--- src/rtl/arpc_pkg.sv ---
`timescale 1ns / 1ps
// ----------------------------------------------------------------------------
// arpc_pkg
// Shared types, widths and codes of the address-resolution cache.
// ----------------------------------------------------------------------------
package arpc_pkg;

    // table geometry
    localparam int TABLE_ENTRIES = 64;
    localparam int IDX_W = (TABLE_ENTRIES > 1) ? $clog2(TABLE_ENTRIES) : 1;
    localparam int CNT_W = $clog2(TABLE_ENTRIES + 1);

    // field widths
    localparam int OP_W     = 1;
    localparam int IP_W     = 32;
    localparam int MAC_W    = 48;
    localparam int STATUS_W = 3;
    localparam int SLOT_W   = 6;

    // queue between front and back
    localparam int QDEPTH  = 2;
    localparam int QPTR_W  = (QDEPTH > 1) ? $clog2(QDEPTH) : 1;
    localparam int QCNT_W  = $clog2(QDEPTH + 1);

    // op codes on the request channel
    localparam logic [OP_W-1:0] OP_LOOKUP = 1'b0;
    localparam logic [OP_W-1:0] OP_LEARN  = 1'b1;

    // status codes on the response channel
    localparam logic [STATUS_W-1:0] STS_HIT      = 3'd0;
    localparam logic [STATUS_W-1:0] STS_MISS     = 3'd1;
    localparam logic [STATUS_W-1:0] STS_UPDATED  = 3'd2;
    localparam logic [STATUS_W-1:0] STS_INSERTED = 3'd3;
    localparam logic [STATUS_W-1:0] STS_FULL     = 3'd4;

    typedef enum logic
    {
        CMD_LOOKUP,
        CMD_LEARN
    } cmd_kind_t;

    typedef struct packed
    {
        cmd_kind_t              kind;
        logic [IP_W-1:0]        ip_addr;
        logic [MAC_W-1:0]       mac_in;
    } cmd_t;

    typedef struct packed
    {
        logic                   valid;
        cmd_t                   cmd;
    } q_head_t;

    typedef enum logic [1:0]
    {
        BK_IDLE,
        BK_RESOLVE,
        BK_READ
    } bk_state_t;

endpackage

--- src/rtl/arpc_req_if.sv ---
`timescale 1ns / 1ps
// ----------------------------------------------------------------------------
// arpc_req_if
// Request channel: lookup or learn items with valid/ready handshake.
// ----------------------------------------------------------------------------
interface arpc_req_if;
    logic                           valid;
    logic                           ready;
    logic [arpc_pkg::OP_W-1:0]      op;
    logic [arpc_pkg::IP_W-1:0]      ip_addr;
    logic [arpc_pkg::MAC_W-1:0]     mac_in;

    modport source (output valid, output op, output ip_addr, output mac_in, input ready);
    modport sink   (input valid, input op, input ip_addr, input mac_in, output ready);
endinterface

--- src/rtl/arpc_front.sv ---
`timescale 1ns / 1ps
// ----------------------------------------------------------------------------
// arpc_front
// Accept request items, classify them and hold them in a short queue.
// ----------------------------------------------------------------------------
module arpc_front (
    input  logic              clk,
    input  logic              rst_n,
    arpc_req_if.sink          req,
    input  logic              pop,
    output arpc_pkg::q_head_t head
);

    arpc_pkg::cmd_t                   q_item_reg [arpc_pkg::QDEPTH];
    logic [arpc_pkg::QPTR_W-1:0]      wr_ptr_reg;
    logic [arpc_pkg::QPTR_W-1:0]      wr_ptr_next;
    logic [arpc_pkg::QPTR_W-1:0]      rd_ptr_reg;
    logic [arpc_pkg::QPTR_W-1:0]      rd_ptr_next;
    logic [arpc_pkg::QCNT_W-1:0]      q_count_reg;
    logic [arpc_pkg::QCNT_W-1:0]      q_count_next;
    arpc_pkg::cmd_t                   cmd_in;
    logic                             push;

    // classify the incoming item
    always_comb
    begin
        cmd_in.kind    = (req.op == arpc_pkg::OP_LEARN) ? arpc_pkg::CMD_LEARN
                                                         : arpc_pkg::CMD_LOOKUP;
        cmd_in.ip_addr = req.ip_addr;
        cmd_in.mac_in  = req.mac_in;
    end

    assign req.ready = (q_count_reg != arpc_pkg::QCNT_W'(arpc_pkg::QDEPTH));
    assign push      = req.valid && req.ready;

    assign head.valid = (q_count_reg != '0);
    assign head.cmd   = q_item_reg[rd_ptr_reg];

    always_comb
    begin
        wr_ptr_next  = wr_ptr_reg;
        rd_ptr_next  = rd_ptr_reg;
        q_count_next = q_count_reg;
        if (push)
        begin
            wr_ptr_next = (wr_ptr_reg == arpc_pkg::QPTR_W'(arpc_pkg::QDEPTH - 1))
                        ? '0 : arpc_pkg::QPTR_W'(wr_ptr_reg + 1'b1);
        end
        if (pop)
        begin
            rd_ptr_next = (rd_ptr_reg == arpc_pkg::QPTR_W'(arpc_pkg::QDEPTH - 1))
                        ? '0 : arpc_pkg::QPTR_W'(rd_ptr_reg + 1'b1);
        end
        case ({push, pop})
            2'b10:   q_count_next = arpc_pkg::QCNT_W'(q_count_reg + 1'b1);
            2'b01:   q_count_next = arpc_pkg::QCNT_W'(q_count_reg - 1'b1);
            default: q_count_next = q_count_reg;
        endcase
    end

    always_ff @(posedge clk or negedge rst_n)
    begin
        if (!rst_n)
        begin
            wr_ptr_reg  <= '0;
            rd_ptr_reg  <= '0;
            q_count_reg <= '0;
        end
        else
        begin
            wr_ptr_reg  <= wr_ptr_next;
            rd_ptr_reg  <= rd_ptr_next;
            q_count_reg <= q_count_next;
        end
    end

    always_ff @(posedge clk)
    begin
        if (push)
        begin
            q_item_reg[wr_ptr_reg] <= cmd_in;
        end
    end

endmodule

--- src/flat_wrapper.sv ---
// flat-port wrapper written by rule: the top's interface ports become plain ports
module arpc_front_flat 
  (clk, rst_n, pop, head, req_valid, req_op, req_ip_addr, req_mac_in, req_ready);
  arpc_req_if req_i ();
  input  logic clk;
  input  logic rst_n;
  input  logic pop;
  output arpc_pkg::q_head_t head;
  input wire logic [$bits(req_i.valid)-1:0] req_valid;
  input wire logic [$bits(req_i.op)-1:0] req_op;
  input wire logic [$bits(req_i.ip_addr)-1:0] req_ip_addr;
  input wire logic [$bits(req_i.mac_in)-1:0] req_mac_in;
  output wire logic [$bits(req_i.ready)-1:0] req_ready;
  assign req_i.valid = req_valid;
  assign req_i.op = req_op;
  assign req_i.ip_addr = req_ip_addr;
  assign req_i.mac_in = req_mac_in;
  assign req_ready = req_i.ready;
  arpc_front u_core (.clk(clk), .rst_n(rst_n), .req(req_i), .pop(pop), .head(head));
endmodule
--- config.mk ---
export PLATFORM = sky130hd
export DESIGN_NAME = arpc_front_flat
export DESIGN_NICKNAME = d
export VERILOG_FILES = /design/src/rtl/arpc_pkg.sv /design/src/rtl/arpc_req_if.sv /design/src/rtl/arpc_front.sv /design/src/flat_wrapper.sv
export SDC_FILE = /design/constraint.sdc
export NUM_CORES = 1
export LEC_CHECK = 0
export BUFFER_PORTS_ARGS = -buffer_cell sky130_fd_sc_hd__buf_4
export CAP_MARGIN = 20
export CORE_MARGIN = 1.5
export CORE_UTILIZATION = 52
export DETAILED_ROUTE_END_ITERATION = 8
export PLACE_DENSITY = 0.88
export SLEW_MARGIN = 15
export SYNTH_ARGS = -nofsm -noshare
export SYNTH_HDL_FRONTEND = slang
export SYNTH_SLANG_ARGS = --single-unit
--- constraint.sdc ---
create_clock -name clk -period 5.5 [get_ports clk]
set_input_delay 0.825 -clock clk [delete_from_list [all_inputs] [get_ports clk]]
set_output_delay 0.825 -clock clk [all_outputs]
set_load 0.02 [all_outputs]
Yosys cells after proc, flatten, opt, wreduce, memory -nomap -nowiden
Memory sizes are Yosys's and may differ from the RTL's. Index checks and enable logic that the tools add are counted.

Equal/unequal tests: 3. Reduce and logical (&&, ||, !) cells: 3. Multiplexer cells: 6. Add/sub/neg operators: 4.

Operators with widths (count): two-way mux 1 bit (5); case mux 2 bit (2 select lines) (1); nonzero test 2 bit (2); adder 1 bit, second input constant (2); adder 2 x 1 -> 2 bit, second input constant (1); == test 2 x 1 -> 1 bit, second input constant (1); == test 2 bit, second input constant (1); inequality test 2 bit, second input constant (1); subtractor 2 x 1 -> 2 bit, second input constant (1); logical AND 1 bit (1).

Output and inout port bits: 83. RAM bits: 162. Bits in registers: 4. Memories: 1.

Memory list: u_core.q_item_reg (words 2, bits a word 81, read ports 1, clocked after memory_dff 0, wr ports 1, line arpc_front.sv:14) `arpc_pkg::cmd_t q_item_reg [arpc_pkg::QDEPTH];`.

Logic depth before layout (Yosys ltp)
Word-level depth: 4. Gate-level depth with buffers: 6. Mapped depth without buffers: 6.

Worst setup path before layout
Ideal clock, no wire load.

Path type: input to register. From: input port req_valid. To: memory u_core.q_item_reg[0][0] (netlist name), enable pin. Stages: 2. Path slack: 675 ps. Arrival: 4304 ps. Cell sequence: nand2_1 nor2_1.

Cells in the longest elaborated chain, start to end: 3.

RTL lines: from (decl) (line flat_wrapper.sv:9) `input wire logic [$bits(req_i.valid)-1:0] req_valid;`; logical AND 1 bit (line arpc_front.sv:34) `assign push = req.valid && req.ready;`; two-way mux 1 bit (line arpc_front.sv:79) `if (push)`; two-way mux 1 bit (implied by the code) (line arpc_front.sv:81) `q_item_reg[wr_ptr_reg] <= cmd_in;`; to (decl) (line arpc_front.sv:14).

Every way passes these cells.

==> run metrics <==
post-synthesis sequential area ratio 77.2%; final slew viol count 0; Net Count, Synth 354; gr usage total 16.5%; Syn Inst Count 268; total gr overflow 0; Worst EP arrival 2650 ps; Peak Freq 288 MHz; Tcrit/Tclk final 63.1%; synth-to-layout area growth 30.7%; post-CTS setup buffer count 0; # clock sinks 166; placed cell count 596; fin nets 534; ratio of cells with drive above 1 in the final layout 60.7%; syn avg cell area 24.0 sq um; H-tree depth 4; Setup Viol. Count Final 0; Initial DRT Pass Iterations 4; Final Total Pwr 4.80 mW; outcome finished clean; clock insertion delay at the later pin of the skew report 410 ps; worst hold slack 195 ps; Crit. End Element output port; Final HPWL DP 6890 um; NetSw 1.40 mW; Clk pwr share 25.6%; max-cap viol count 0; worst-path fanout max 54; die height 114 um; non-filler instance count after layout 630; vias 3034; sw frac 29.2%; initial DRC count 107; DIE AREA 13000 sq um; CTS root buffer clkbuf_16; Area contributors post-synth edfxtp_1, mux2_4, buf_12, dfrtp_1, xnor2_1; Cell Rows 40; hold crit path type input pin to asynchronous set/reset pin; Placed Area 7750 sq um; Routed Antenna Nets 0; RR Endpoint u_core.q_item_reg[0][77]; CTS tree yes; combinational power share 34.4%; CTS Hold Bufs 0; Startpoint Class flop; clk_skew 5.75 ps; R2R cell count 4; cts repair resizes 0; worst slew pin tran 989 ps; leakage 3.36 nW; kind of critical path flop to output port; clock transition at the registers of the reported paths 60 ps; largest net degree at the start of global routing 82; first-pass GRT wire length 15600 um; max reg flops 162; WL final 10500 um; vias in the first global route 3218; Final Cell Area 8410 sq um; register bit total from synthesis 166; initial antenna violation count 1; Crit Reg-Reg Startpoint u_core.q_count_reg[0]; CP required 4680 ps; port buffer count 167; drt wl/cell 16.7 um; via-per-instance ratio 4.82; Starting Density 53.3%; post-synth cell types 14; RSZ-0062 raised after global routing no; CTS buffer count 17; core area 12100 sq um; R2R Setup Slk 3010 ps; # DRC 0; Slew headroom 34.1%; clock period minus final worst setup slack 3470 ps; Pwr Density 571 nW/um^2; cell area after synthesis 6430 sq um; setup TNS 0 ps; Synth Warn # 0; Final Hold Fails 0; share of the synthesized area in the top cell type 75.6%; Max VDD drop 0.523 mV; share of power burned in registers 39.9%; Chip Width 114 um; Int Pwr 3.40 mW; Yosys top cell by area edfxtp_1; GP Congestion 0.653; Max Root-Sink Buffers 2; Top Ports 168
worst max-delay path by stage:
stage / startpoint / to / slack [ps] / depth (start not counted)
2_1_floorplan: req_valid / u_core.q_item_reg[0][0] / 680 / 2
3_3_place_gp: u_core.rd_ptr_reg / head[25] / 2470 / 3
3_5_place_dp: u_core.rd_ptr_reg / head[23] / 2450 / 3
4_1_cts: u_core.rd_ptr_reg / head[23] / 1980 / 3
5_1_grt: u_core.rd_ptr_reg / head[23] / 1920 / 3
6_report: u_core.rd_ptr_reg / head[50] / 2030 / 3
critical path, cell delays in order (launching register included):
cell and delay [ps]:
dfrtp_4 1090, buf_4 600, mux2_4 350, buf_4 160
routing by layer:
metal	GRT usage [%]	vias up	share of wire, %
li1	-	1423	-
met1	18.7	1486	39
met2	28.1	111	52
met3	5.51	14	6.7
met4	8.17	0	1.8
met5	0	-	0
power groups by stage:
stage	clock (mW)	combinational (mW)	sequential, mW
floorplan	0	1.29	1.84
global placement	0	1.64	1.93
detailed placement	0	1.66	1.95
CTS	1.25	1.66	1.93
global route	1.29	1.74	1.95
finish	1.23	1.65	1.92
logic make-up (layout without fill, tap and decap cells):
| logic type | Yosys count | after routing | synth area share (%) |
|---|---|---|---|
| AND/OR/NAND/NOR | 6 | 6 | 0.467 |
| adder cells (fa/ha/maj) | 1 | 1 | 0.195 |
| other | 0 | 1 | 0 |
| XOR/XNOR | 5 | 5 | 0.681 |
| flip-flops | 166 | 166 | 77.2 |
| buffers and inverters | 9 | 202 | 2.67 |
| multiplexers | 81 | 81 | 18.8 |
stage by stage:
| stage | util [%] | setup slack (ps) |
|---|---|---|
| 2_1_floorplan | - | 675 |
| 3_3_place_gp | 64.3 | 2470 |
| 3_5_place_dp | 64.3 | 2450 |
| 4_1_cts | 69.5 | 1980 |
| 5_1_grt | 69.7 | 1920 |
| 6_report | 69.7 | 2030 |
area by class of cell:
class	instances	area, sq um
fillers	761	3650
well taps	168	210
diodes	1	2.50
clock inverters	10	178
clock buffers	22	444
multi-input cells	93	1310
repair buffers	170	1300
flip-flops and latches	166	4970
cells in the mapped netlist, drive strengths merged:
master and instances:
mux2 81, dfrtp 4, buf 9, xnor2 3, ha 1, nor2 2
nand2 1, and3 1, xor2 2, or2 1, nand2b 1, edfxtp 162
placed cells by master, fill, tap and decap left out, types with 2 or more instances in the layout:
master	synthesis	final
buf_4	0	169
edfxtp_1	162	162
mux2_4	79	79
clkbuf_16	0	17
clkbuf_1	0	5
bufinv_16	0	5
xnor2_1	3	3
dfrtp_1	4	3
xor2_1	2	2
mux2_2	2	2
clkinv_1	0	2
clkinvlp_4	0	2
(Power assumes the default switching activity.)
